$ cat config.mk
export PLATFORM = sky130hd
export DESIGN_NAME = key_edge_event_queue_core_flat
export DESIGN_NICKNAME = d
export VERILOG_FILES = /design/src/hdl/keq_pkg.sv /design/src/hdl/keq_ifs.sv /design/src/hdl/keq_lane.sv /design/src/hdl/keq_merge.sv /design/src/hdl/key_edge_event_queue_core.sv /design/src/flat_wrapper.sv
export SDC_FILE = /design/constraint.sdc
export NUM_CORES = 1
export LEC_CHECK = 0
export BUFFER_PORTS_ARGS = -buffer_cell sky130_fd_sc_hd__buf_2
export CAP_MARGIN = 20
export CORE_UTILIZATION = 55
export CTS_CLUSTER_DIAMETER = 80
export DETAILED_ROUTE_END_ITERATION = 6
export GPL_TIMING_DRIVEN = 0
export PLACE_DENSITY_LB_ADDON = 0.15
export SETUP_SLACK_MARGIN = 0.02
export SYNTH_ARGS = -nofsm -noshare
export SYNTH_HDL_FRONTEND = slang
export SYNTH_SLANG_ARGS = --single-unit
$ cat constraint.sdc
create_clock -name clock -period 7.1 [get_ports clock]
set_input_delay 1.42 -clock clock [delete_from_list [all_inputs] [get_ports clock]]
set_output_delay 1.42 -clock clock [all_outputs]
set_load 0.1 [all_outputs]
$ cat src/hdl/keq_pkg.sv
// Shared constants, types and the usage-to-key table of the key edge event queue.
`default_nettype none

package keq_pkg;

   // Ring queue and held-bitmap sizes.
   localparam int QUEUE_DEPTH  = 64;
   localparam int BITMAP_WORDS = 8;
   localparam int PTR_W        = (QUEUE_DEPTH > 1) ? $clog2(QUEUE_DEPTH) : 1;
   localparam int WORD_SEL_W   = (BITMAP_WORDS > 1) ? $clog2(BITMAP_WORDS) : 1;

   // Fixed field widths.
   localparam int WORD_W = 3;
   localparam int LANES  = 32;
   localparam int LANE_W = 5;
   localparam int KEY_W  = 8;

   // Operation codes of a request word.
   typedef enum logic {
      OP_SNAPSHOT = 1'b0,
      OP_POP      = 1'b1
   } op_type;

   // What one lane reports about its bit of the changed mask.
   typedef struct packed {
      logic             hit;
      logic             pressed;
      logic [KEY_W-1:0] key_code;
   } lane_hit_type;

   // Maps a HID usage to a game key code; zero means the usage is not mapped.
   function automatic logic [KEY_W-1:0] usage_to_key(input logic [7:0] usage);
      logic [KEY_W-1:0] key;
      unique case (usage)
         8'h52, 8'h1a: key = 8'had;
         8'h51, 8'h16: key = 8'haf;
         8'h50:        key = 8'hac;
         8'h4f:        key = 8'hae;
         8'h04:        key = 8'ha0;
         8'h07:        key = 8'ha1;
         8'h2c:        key = 8'ha2;
         8'he0, 8'he4: key = 8'ha3;
         8'he1, 8'he5: key = 8'hb6;
         8'h28:        key = 8'h0d;
         8'h29:        key = 8'h1b;
         8'h2b:        key = 8'h09;
         8'h1e:        key = 8'h31;
         8'h1f:        key = 8'h32;
         8'h20:        key = 8'h33;
         8'h21:        key = 8'h34;
         8'h22:        key = 8'h35;
         8'h23:        key = 8'h36;
         8'h24:        key = 8'h37;
         default:      key = '0;
      endcase
      return key;
   endfunction

endpackage

`default_nettype wire

$ cat src/hdl/keq_ifs.sv
// Valid/ready channel interfaces for the request and response words.
`default_nettype none

interface keq_req_if import keq_pkg::*; ();
   logic              valid;
   logic              ready;
   op_type            op;
   logic [WORD_W-1:0] word_index;
   logic [31:0]       held_bits;

   modport source (output valid, output op, output word_index, output held_bits,
                   input ready);
   modport sink   (input valid, input op, input word_index, input held_bits,
                   output ready);
endinterface

interface keq_rsp_if import keq_pkg::*; ();
   logic             valid;
   logic             ready;
   logic             event_valid;
   logic             pressed;
   logic [KEY_W-1:0] key_code;

   modport source (output valid, output event_valid, output pressed, output key_code,
                   input ready);
   modport sink   (input valid, input event_valid, input pressed, input key_code,
                   output ready);
endinterface

`default_nettype wire

$ cat src/hdl/keq_lane.sv
// One bit lane: maps its usage through the key table and flags a mapped change.
`default_nettype none

module keq_lane import keq_pkg::*; (
   input  wire logic [WORD_W-1:0] word_sel,
   input  wire logic [LANE_W-1:0] lane_index,
   input  wire logic              changed,
   input  wire logic              now_bit,
   output lane_hit_type           lane_out
);

   logic [KEY_W-1:0] key;

   // The usage is the word number followed by the bit number.
   assign key = usage_to_key({word_sel, lane_index});

   assign lane_out.hit      = changed && (key != '0);
   assign lane_out.pressed  = now_bit;
   assign lane_out.key_code = key;

endmodule

`default_nettype wire

$ cat src/hdl/keq_merge.sv
// Merging stage: picks the lowest lane that reports a mapped change.
`default_nettype none

module keq_merge import keq_pkg::*; (
   input  lane_hit_type           lanes [LANES],
   output lane_hit_type           pick,
   output logic [LANES-1:0]       pick_mask
);

   logic [LANES-1:0] hits;

   // Collect the hit flags of all lanes.
   always_comb begin
      for (int i = 0; i < LANES; i++) begin
         hits[i] = lanes[i].hit;
      end
   end

   // Isolate the lowest set hit.
   assign pick_mask = hits & (~hits + 1'b1);

   // Select the chosen lane's event; all zero when no lane hits.
   always_comb begin
      pick = '0;
      for (int i = 0; i < LANES; i++) begin
         if (pick_mask[i]) begin
            pick = lanes[i];
         end
      end
   end

endmodule

`default_nettype wire

$ cat src/hdl/key_edge_event_queue_core.sv
// Top level: held-bitmap edge detection over 32 lanes feeding a ring event queue.
//
//   channel   direction   word contents
//   req       in          op, word_index, held_bits
//   rsp       out         event_valid, pressed, key_code
//
// A pop's response is registered and shows on the next cycle.
// A snapshot walks the mapped usages that changed in its word (at most 32): the merge
// stage pushes one event into the queue memory per cycle, dropping it while it is full.
// Reset clears the held bitmap and both queue pointers; queue entries are not cleared.
// No word is accepted during a snapshot walk, nor while a response waits unless
// it is being taken in the same cycle.
`default_nettype none

module key_edge_event_queue_core import keq_pkg::*; (
   input wire logic clock,
   input wire logic reset,
   keq_req_if.sink  req,
   keq_rsp_if.source rsp
);

   typedef enum logic {
      ST_IDLE,
      ST_WALK
   } state_type;

   state_type         state_ff, state_in;
   logic              rsp_valid_ff, rsp_valid_in;
   logic [PTR_W-1:0]  wr_ff, wr_in;
   logic [PTR_W-1:0]  rd_ff, rd_in;
   logic [LANES-1:0]  pend_ff, pend_in;
   logic [LANES-1:0]  now_ff, now_in;
   logic [WORD_W-1:0] word_ff, word_in;
   logic [31:0]       prev_ff [BITMAP_WORDS];
   logic [31:0]       prev_in [BITMAP_WORDS];

   logic [KEY_W:0]    event_store [QUEUE_DEPTH];
   logic              rsp_event_valid_ff;
   logic              rsp_pressed_ff;
   logic [KEY_W-1:0]  rsp_key_ff;

   logic                  accept;
   logic                  accept_snap;
   logic                  accept_pop;
   logic                  word_ok;
   logic                  empty;
   logic                  push;
   logic [PTR_W-1:0]      wr_next;
   logic [PTR_W-1:0]      rd_next;
   logic [WORD_SEL_W-1:0] word_sel;
   lane_hit_type          lanes [LANES];
   lane_hit_type          pick;
   logic [LANES-1:0]      pick_mask;

   // Handshake and decode of the request word.
   assign req.ready   = (state_ff == ST_IDLE) && (!rsp_valid_ff || rsp.ready);
   assign accept      = req.valid && req.ready;
   assign word_ok     = {1'b0, req.word_index} < (WORD_W + 1)'(BITMAP_WORDS);
   assign word_sel    = req.word_index[WORD_SEL_W-1:0];
   assign accept_snap = accept && (req.op == OP_SNAPSHOT) && word_ok;
   assign accept_pop  = accept && (req.op == OP_POP);

   // Queue pointer arithmetic; the ring keeps one slot free.
   assign empty   = (wr_ff == rd_ff);
   assign wr_next = (wr_ff == PTR_W'(QUEUE_DEPTH - 1)) ? '0 : wr_ff + 1'b1;
   assign rd_next = (rd_ff == PTR_W'(QUEUE_DEPTH - 1)) ? '0 : rd_ff + 1'b1;
   assign push    = (state_ff == ST_WALK) && pick.hit && (wr_next != rd_ff);

   // One lane per bit of the snapshot word.
   for (genvar b = 0; b < LANES; b++) begin : g_lane
      keq_lane u_lane (
         .word_sel   (word_ff),
         .lane_index (LANE_W'(b)),
         .changed    (pend_ff[b]),
         .now_bit    (now_ff[b]),
         .lane_out   (lanes[b])
      );
   end

   keq_merge u_merge (
      .lanes     (lanes),
      .pick      (pick),
      .pick_mask (pick_mask)
   );

   // Next-state logic of the sequencer, pointers and held bitmap.
   always_comb begin
      state_in     = state_ff;
      rsp_valid_in = rsp_valid_ff;
      wr_in        = wr_ff;
      rd_in        = rd_ff;
      pend_in      = pend_ff;
      now_in       = now_ff;
      word_in      = word_ff;
      prev_in      = prev_ff;

      unique case (state_ff)
         ST_IDLE: begin
            if (accept_snap) begin
               pend_in           = req.held_bits ^ prev_ff[word_sel];
               now_in            = req.held_bits;
               word_in           = req.word_index;
               prev_in[word_sel] = req.held_bits;
               state_in          = ST_WALK;
            end
         end
         ST_WALK: begin
            pend_in = pend_ff & ~pick_mask;
            if (push) begin
               wr_in = wr_next;
            end
            if (!pick.hit) begin
               state_in = ST_IDLE;
            end
         end
         default: state_in = ST_IDLE;
      endcase

      if (rsp_valid_ff && rsp.ready) begin
         rsp_valid_in = 1'b0;
      end
      if (accept_pop) begin
         rsp_valid_in = 1'b1;
         if (!empty) begin
            rd_in = rd_next;
         end
      end
   end

   // State, pointers, walk registers, held bitmap and the response valid flag.
   always_ff @(posedge clock) begin
      if (reset) begin
         state_ff     <= ST_IDLE;
         rsp_valid_ff <= 1'b0;
         wr_ff        <= '0;
         rd_ff        <= '0;
         pend_ff      <= '0;
         now_ff       <= '0;
         word_ff      <= '0;
         for (int i = 0; i < BITMAP_WORDS; i++) begin
            prev_ff[i] <= '0;
         end
      end else begin
         state_ff     <= state_in;
         rsp_valid_ff <= rsp_valid_in;
         wr_ff        <= wr_in;
         rd_ff        <= rd_in;
         pend_ff      <= pend_in;
         now_ff       <= now_in;
         word_ff      <= word_in;
         prev_ff      <= prev_in;
      end
   end

   // Queue memory: one write per pushed event, registered read into the response word.
   always_ff @(posedge clock) begin
      if (push) begin
         event_store[wr_ff] <= {pick.pressed, pick.key_code};
      end
      if (accept_pop) begin
         rsp_event_valid_ff <= !empty;
         if (empty) begin
            rsp_pressed_ff <= 1'b0;
            rsp_key_ff     <= '0;
         end else begin
            {rsp_pressed_ff, rsp_key_ff} <= event_store[rd_ff];
         end
      end
   end

   assign rsp.valid       = rsp_valid_ff;
   assign rsp.event_valid = rsp_event_valid_ff;
   assign rsp.pressed     = rsp_pressed_ff;
   assign rsp.key_code    = rsp_key_ff;

   // Every accepted pop produces a response word on the next cycle.
   a_pop_answers: assert property (@(posedge clock) disable iff (reset)
      accept_pop |=> rsp.valid)
      else $error("pop accepted without a response word");

   // A snapshot never creates a response word.
   a_snap_silent: assert property (@(posedge clock) disable iff (reset)
      (accept && (req.op == OP_SNAPSHOT) && !rsp.valid) |=> !rsp.valid)
      else $error("snapshot produced a response word");

   // A non-empty queue only becomes empty through a pop, so pushes never overfill it.
   a_no_overfill: assert property (@(posedge clock) disable iff (reset)
      (!accept_pop && (wr_ff != rd_ff)) |=> (wr_ff != rd_ff))
      else $error("queue wrapped onto its read pointer");

   // An empty-queue response carries an all-zero event.
   a_empty_zero: assert property (@(posedge clock) disable iff (reset)
      (rsp.valid && !rsp.event_valid) |-> (!rsp.pressed && (rsp.key_code == '0)))
      else $error("empty response carries event data");

endmodule

`default_nettype wire
$ cat src/flat_wrapper.sv
// flat-port wrapper written by rule: the top's interface ports become plain ports
module key_edge_event_queue_core_flat import keq_pkg::*;
  (clock, reset, req_valid, req_op, req_word_index, req_held_bits, req_ready, rsp_valid, rsp_event_valid, rsp_pressed, rsp_key_code, rsp_ready);
  keq_req_if req_i ();
  keq_rsp_if rsp_i ();
  input wire logic clock;
  input wire logic reset;
  input wire logic [$bits(req_i.valid)-1:0] req_valid;
  input wire logic [$bits(req_i.op)-1:0] req_op;
  input wire logic [$bits(req_i.word_index)-1:0] req_word_index;
  input wire logic [$bits(req_i.held_bits)-1:0] req_held_bits;
  output wire logic [$bits(req_i.ready)-1:0] req_ready;
  output wire logic [$bits(rsp_i.valid)-1:0] rsp_valid;
  output wire logic [$bits(rsp_i.event_valid)-1:0] rsp_event_valid;
  output wire logic [$bits(rsp_i.pressed)-1:0] rsp_pressed;
  output wire logic [$bits(rsp_i.key_code)-1:0] rsp_key_code;
  input wire logic [$bits(rsp_i.ready)-1:0] rsp_ready;
  assign req_i.valid = req_valid;
  assign req_i.op = req_op;
  assign req_i.word_index = req_word_index;
  assign req_i.held_bits = req_held_bits;
  assign req_ready = req_i.ready;
  assign rsp_valid = rsp_i.valid;
  assign rsp_event_valid = rsp_i.event_valid;
  assign rsp_pressed = rsp_i.pressed;
  assign rsp_key_code = rsp_i.key_code;
  assign rsp_i.ready = rsp_ready;
  key_edge_event_queue_core u_core (.clock(clock), .reset(reset), .req(req_i), .rsp(rsp_i));
endmodule
==> results of run 1 <==
==> path summary, 6_finish.rpt <==
check | from | end | slack, ps | cells after the start
hold reg to reg | u_core.now_ff[4]$_SDFFE_PP0P_ | u_core.now_ff[4]$_SDFFE_PP0P_ | 460 | 2
setup reg to reg | u_core.rd_ff[1]$_SDFFE_PP0P_ | u_core.rsp.key_code[1]$_SDFFCE_PN0P_ | 3280 | 9
hold / removal | u_core.now_ff[4]$_SDFFE_PP0P_ | u_core.now_ff[4]$_SDFFE_PP0P_ | 460 | 2
setup / recovery | req_word_index[0] | u_core.prev_ff[50]$_SDFFE_PP0P_ | 3270 | 7
==> through the flow <==
step	hold WS, ps	setup slack, ps
final	460	3270
after global routing	480	3060
after CTS	464	3230
after detailed placement	453	2590
after global placement	448	-1370
after floorplan	431	2210
==> cell families (layout without fill, tap and decap cells) <==
family	after synthesis	after routing	share of synthesized area, %
mux	373	373	20.4
fa+ha+maj	2	2	0.0837
compound gates	158	158	3.36
xor+xnor	32	32	0.937
flops	728	728	66.2
buf+inv	159	328	2.21
other cells	1	2	0.0125
simple gates	453	453	6.78
==> synth_stat cells, types with 8 or more instances <==
library cell / n / area share, %
nand3_1: 20 / 0.33
clkbuf_1: 91 / 1.1
a211oi_1: 8 / 0.20
a22oi_1: 14 / 0.35
nor2_1: 247 / 3.1
mux2i_1: 183 / 6.1
buf_1: 21 / 0.26
nor2b_1: 13 / 0.27
edfxtp_1: 521 / 52
a21oi_1: 54 / 0.90
xor2_1: 8 / 0.23
dfxtp_1: 207 / 14
buf_2: 32 / 0.54
o21ai_0: 33 / 0.55
or3_1: 11 / 0.23
mux4_2: 190 / 14
a31oi_1: 8 / 0.17
xnor2_1: 24 / 0.70
inv_1: 10 / 0.13
nand2_1: 94 / 1.2
==> worst register-to-register path: cells and delay by family, from the launching register on <==
family	cells	cell delay (ps)
and+or+nand+nor	1	150
buffers and inverters	4	1970
DFF	1	330
muxes	2	810
AOI/OAI and AO/OA	2	280
==> flip-flops by register name (all words and copies together), names as in the netlist <==
signal                  count
u_core.event_store        512
u_core.prev_ff            152
u_core.now_ff              19
u_core.pend_ff             19
u_core.rsp.key_code         7
u_core.rd_ff                6
u_core.wr_ff                6
u_core.word_ff              3
u_core.rsp.event_valid      1
u_core.rsp.pressed          1
u_core.rsp.valid            1
u_core.state_ff             1
==> where the power goes <==
part	internal, W	switching, W
clock	0.00229	0.00160
combinational	0.000156	0.000372
sequential	0.00467	0.0000170
==> layer usage <==
metal,routed length (um),track usage (%),vias to the layer above
met1,29300,35.4,8843
met5,0,0,-
met4,2340,9.83,0
li1,-,-,7568
met2,36400,45.1,641
met3,4410,3.90,137
==> cell usage in the layout, fill, tap and decap left out, types with 7 or more instances in the layout <==
cell	count
clkinv_1	9
a31oi_1	8
mux4_2	190
xor2_1	8
or3_1	11
buf_2	47
nand3_1	19
a21oi_1	54
nor3_1	7
clkinv_2	10
bufinv_16	7
nand2_1	93
clkbuf_1	111
a22oi_1	14
clkbuf_16	77
inv_1	10
xnor2_1	24
nor2b_1	13
mux2i_1	183
a2111oi_0	7
buf_8	11
edfxtp_1	521
o21ai_0	31
nand4_1	7
buf_1	21
nor2_1	247
nor2_2	7
a211oi_1	8
dfxtp_1	207
==> layout make-up <==
cell class,instances,area (sq um),share of cell area (%)
Tap cell,696,871,2.59
Sequential cell,728,19800,58.8
Buffer,148,618,1.84
Multi-Input combinational cell,1019,9480,28.2
Inverter,11,41.3,0.123
Timing Repair Buffer,35,442,1.31
Clock buffer,101,2060,6.11
Clock inverter,33,357,1.06
Antenna cell,1,2.50,0.00743
==> out/qor.txt, run 1 <==
Max Freq: 261 MHz
Synthesized cell area: 29900 sq um
Routed WL per cell: 26.1 um
Fillers: 3956
Largest net degree at the start of global routing: 45
Total Routing Usage GR: 26.7%
Final setup viols: 0
Layout cells sized above 1: 18.9%
RSZ-0062 raised after global routing: no
Startpoint types: input port
Status: finished, final reports clean
PortBufs: 15
CP max FO: 10
Tot Pwr: 0.00910 W
Cts repair resizes: 0
Worst Path Buf+Inv: 4
Inst Count DP: 2633
CTS tree: done
Starting density of the core: 55.6%
Predominant post-synthesis flop cell: edfxtp_1
Final WL: 72.5 mm
Leakage: 11.2 nW
Post-synth EDFFs: 521
Final core occ: 62.5%
Core outline area: 53800 sq um
Die area: 55300 sq um
Cell area after layout: 33700 sq um
Setup TNS: 0 ps
Pre-antenna DRT Iters: 5
Fin. max-slew vios: 0
Hold Vio Cnt, Final: 0
Crit path max-delay family: buffers and inverters
Die height: 235 um
Hold/Removal Path Class: flip-flop to flip-flop
Hold bufs inserted after CTS: 0
Fin nets: 2059
Num Clock Sinks: 728
Via density: 6.20
Crit end category: flip-flop
Postcts setup bufs: 0
Async S/R FF share, synth: 0%
Worst skew pair latency: 620 ps
Worst EP arrival: 4270 ps
Wire length of the first global-routing pass: 109 mm
Die X-Extent: 235 um
Max_slew headroom: 32.9%
Critical path's slowest cell: clkbuf_1
Post-layout min period: 3830 ps
Placed inst area: 31200 sq um
Via Count: 17200
Seq/Total Area, Yosys: 66.2%
Req. time, crit path: 7550 ps
CP Cell Sequence: clkbuf_1 -> clkbuf_1 -> nand4b_1 -> buf_2 -> buf_2 -> mux2i_1 -> nor2_1
Synth Warn #: 0
CP peak stage delay: 740 ps
I/O pins: 52
Post-synth cell types: 68
Initial antenna violation count: 0
Standard-cell row count: 85
Final ANT Viol Nets: 0
Vias in the first global route: 17300
Initial drt markers: 1572
#FFs+latches synth: 728
CTS max path bufs: 3
Syn Nets: 1948
Worst vdd ir: 0.000186 V
Mean Syn Cell Area: 15.7 sq um
Post-route DRC violation count: 0
Grt total ovfl: 0
Final GP Congestion: 0.884
WS Path Type: input port to flip-flop
CTS Buf Count: 74
Power Dens Cells: 270 nW/um^2
Final HPWL DP: 48.8 mm
H-tree levels: 3
CTS root buf: clkbuf_16
Max-Cap Viols: 0
Tightest Pin Transition: 1010 ps
Clock transition at path regs: 60 ps
Clock skew: 31.0 ps
Period utilization: 53.9%
Mapped Cells: 1906
Layout Cells excl Fill: 2772
Synthesis-to-layout area growth: 12.6%
Note: power is estimated with default switching activity, not from simulation.
==> run 2: changes to the inputs <==
Settings changed: ABC_AREA from default to 1.
Clock period 7.1 ns to 3.5 ns, I/O delays scaled along.
==> out/qor.txt, run 2 <==
Status: finished with violations
Failing checks: design-rule violations, negative setup slack
CTS root buf: clkbuf_16
Hold Vio Cnt, Final: 0 (unchanged)
Hold/Removal Path Class: input port to flip-flop
#FFs+latches synth: 728 (unchanged)
Crit end category: flip-flop
Final ANT Viol Nets: 0 (unchanged)
Fin. max-slew vios: 0 (unchanged)
Via density: 6.60 (+6.4%)
Crit path max-delay family: buffers and inverters
Setup TNS: -34.4 ps (-34.4 ps)
Most frequent cells in the layout: o21ai_0 (531), edfxtp_1 (521), nor2_1 (435)
Critical path's slowest cell: clkbuf_1
Pre-CTS setup slack: -38.3 ps (-2630 ps)
Async S/R FF share, synth: 0% (unchanged)
Fin nets: 3008 (+46%)
Fin Hold WS: 361 ps (-98.9 ps)
Leakage: 11.8 nW (+4.8%)
I/O pins: 52 (unchanged)
WS Path Type: flip-flop to flip-flop
Num Clock Sinks: 728 (unchanged)
Clock skew: 24.5 ps (-6.50 ps)
Layout Cells excl Fill: 3725 (+34%)
Tot Pwr: 0.0209 W (+130%)
Final WS setup: -34.4 ps (-3310 ps)
Post-synth cell types: 41 (-40%)
Max reg flops: 512 (unchanged)
Mapped Cells: 2802 (+47%)
# diodes: 0 (-1)
GR Util met2: 59.2% (+14 points)
Largest net degree at the start of global routing: 65 (+44%)
Synth Warn #: 0 (unchanged)
Die height: 235 um (about the same)
Period utilization: 101%
Startpoint types: flip-flop
Mean Syn Cell Area: 10.7 sq um (-32%)
Hold bufs inserted after CTS: 0 (unchanged)
Largest cells by area after synthesis: edfxtp_1 (52%), dfxtp_1 (14%), o21ai_0 (8.9%)
RSZ-0062 raised after global routing: yes
Top cells by count, synth: o21ai_0 (531), edfxtp_1 (521), nor2_1 (435), a21oi_1 (232), dfxtp_1 (207)
Top cell type's share of synthesized area: 52.4% (+0.10 points)
Initial drt markers: 3513 (+120%)
Post-synth EDFFs: 521 (unchanged)
Top flop regs: u_core.event_store: 512 flops, u_core.prev_ff: 152 flops
Starting density of the core: 55.6% (about the same)
Worst Path Buf+Inv: 3 (-1)
CP Cell Sequence: clkbuf_1 -> clkbuf_1 -> clkbuf_1 -> o211ai_1 -> nand3_1 -> nand3_1 -> a21oi_1
Layout cells sized above 1: 10.6% (-8.3 points)
Total Routing Usage GR: 37.9% (+11 points)
CP max FO: 10 (unchanged)
Tightest Pin Transition: 1090 ps (+81.2 ps)
Final HPWL DP: 72.3 mm (+48%)
H-tree levels: 3 (unchanged)
Synthesized cell area: 29800 sq um (-0.19%)
Most used routing layer: met2
CTS tree: done
Routed WL per cell: 28.2 um (+7.9%)
CP peak stage delay: 770 ps (+30 ps)
Most frequent cell after synthesis: o21ai_0
Predominant post-synthesis flop cell: edfxtp_1
CTS max path bufs: 3 (unchanged)
Vias in the first global route: 23200 (+34%)
Final setup viols: 1 (+1)
Power Dens Cells: 613 nW/um^2 (+130%)
Post-layout min period: 3530 ps
Routing usage on met1: 47.4% (+12 points)
Most common cell after layout, fill and taps aside: o21ai_0
Leading area contributor after synthesis: edfxtp_1
Grt total ovfl: 0 (unchanged)
Req. time, crit path: 3940 ps (-3610 ps)
Met3 Usage GRT: 8.49% (+4.6 points)
Clock transition at path regs: 60 ps (about the same)
PortBufs: 35 (+20)
Worst EP arrival: 3980 ps (-290 ps)
Final WL: 105 mm (+45%)
Final GP Congestion: 1.03 (+17%)
CP most frequent cell: clkbuf_1
Synthesis-to-layout area growth: 14.1%
Wire length of the first global-routing pass: 152 mm (+39%)
Via Count: 24600 (+43%)
Inst Count DP: 3576 (+36%)
Max_slew headroom: 27.5% (-5.4 points)
Die X-Extent: 235 um (about the same)
Seq/Total Area, Yosys: 66.3% (+0.13 points)
Worst vdd ir: 0.000463 V (+150%)
Standard-cell row count: 85 (unchanged)
CTS Buf Count: 75 (+1.4%)
Initial antenna violation count: 3 (+3)
Core outline area: 53700 sq um (-0.20%)
Largest reg by FF count: u_core.event_store
Die area: 55200 sq um (-0.19%)
Syn Nets: 2844 (+46%)
Pre-antenna DRT Iters: 7 (+2)
Max Freq: 283 MHz
Worst skew pair latency: 650 ps (+30 ps)
Max-Cap Viols: 0 (unchanged)
Post-route DRC violation count: 4 (+4)
## run 2: stage by stage
step	util [%]	area, sq um
after floorplan	-	29800
after global placement	57.5	30900
after detailed placement	58.7	31500
after CTS	63.1	33900
after global routing	63.4	34000
final	63.4	34000
## run 2: cell families after synthesis
kind of cell / Yosys count / share of synthesized area, %
other: 1 / 0.0126
adder cells (fa/ha/maj): 2 / 0.0838
flip-flops: 728 / 66.3
buffers and inverters: 305 / 4.15
XOR/XNOR: 13 / 0.382
AO/OA/AOI/OAI: 973 / 17.9
AND/OR/NAND/NOR: 780 / 11.2
## run 2: layout make-up
class,count,area (sq um)
clock inverters,40,278
repair buffers,87,708
well taps,696,871
fillers,4252,19700
inverters,101,379
flip-flops and latches,728,19800
multi-input cells,1769,9070
plain buffers,204,871
clock buffers,100,2070
## run 2: worst paths after layout
check | startpoint | to | slack (ps) | cells past startpoint
hold / removal | req_held_bits[17] | u_core.now_ff[17]$_SDFFE_PP0P_ | 360 | 3
setup reg to reg | u_core.rd_ff[2]$_SDFFE_PP0P_ | u_core.rsp.key_code[7]$_SDFFCE_PN0P_ | -30 | 7
setup / recovery | u_core.rd_ff[2]$_SDFFE_PP0P_ | u_core.rsp.key_code[7]$_SDFFCE_PN0P_ | -30 | 7
hold reg to reg | u_core.now_ff[17]$_SDFFE_PP0P_ | u_core.now_ff[17]$_SDFFE_PP0P_ | 470 | 2
## run 2: report_power, final
| group | leakage [nW] | internal [W] | switching (W) |
|---|---|---|---|
| Sequential | 6.41 | 0.00980 | 0.0000599 |
| Combinational | 4.18 | 0.000749 | 0.00253 |
| Clock | 1.16 | 0.00434 | 0.00337 |
## run 2: what timing repair did
item / in CTS / in global routing
setup endpoints to repair: 20 / 236
gates resized for setup: 0 / 32
setup buffers: 4 / 5
endpoints found under the hold margin: 0 / 0
pin swaps: 1 / 0
## run 2: worst reg2reg max path: stages, from the launching register on
cell,delay (ps)
dfxtp_1,300
clkbuf_1,420
clkbuf_1,690
clkbuf_1,780
o211ai_1,540
nand3_1,200
nand3_1,140
a21oi_1,280
## run 2: per-layer routing
metal / up-vias / part of all wire [%]
met2: 1885 / 45
met3: 436 / 12
li1: 10600 / -
met5: - / 0.044
met1: 11700 / 35
met4: 6 / 8.1
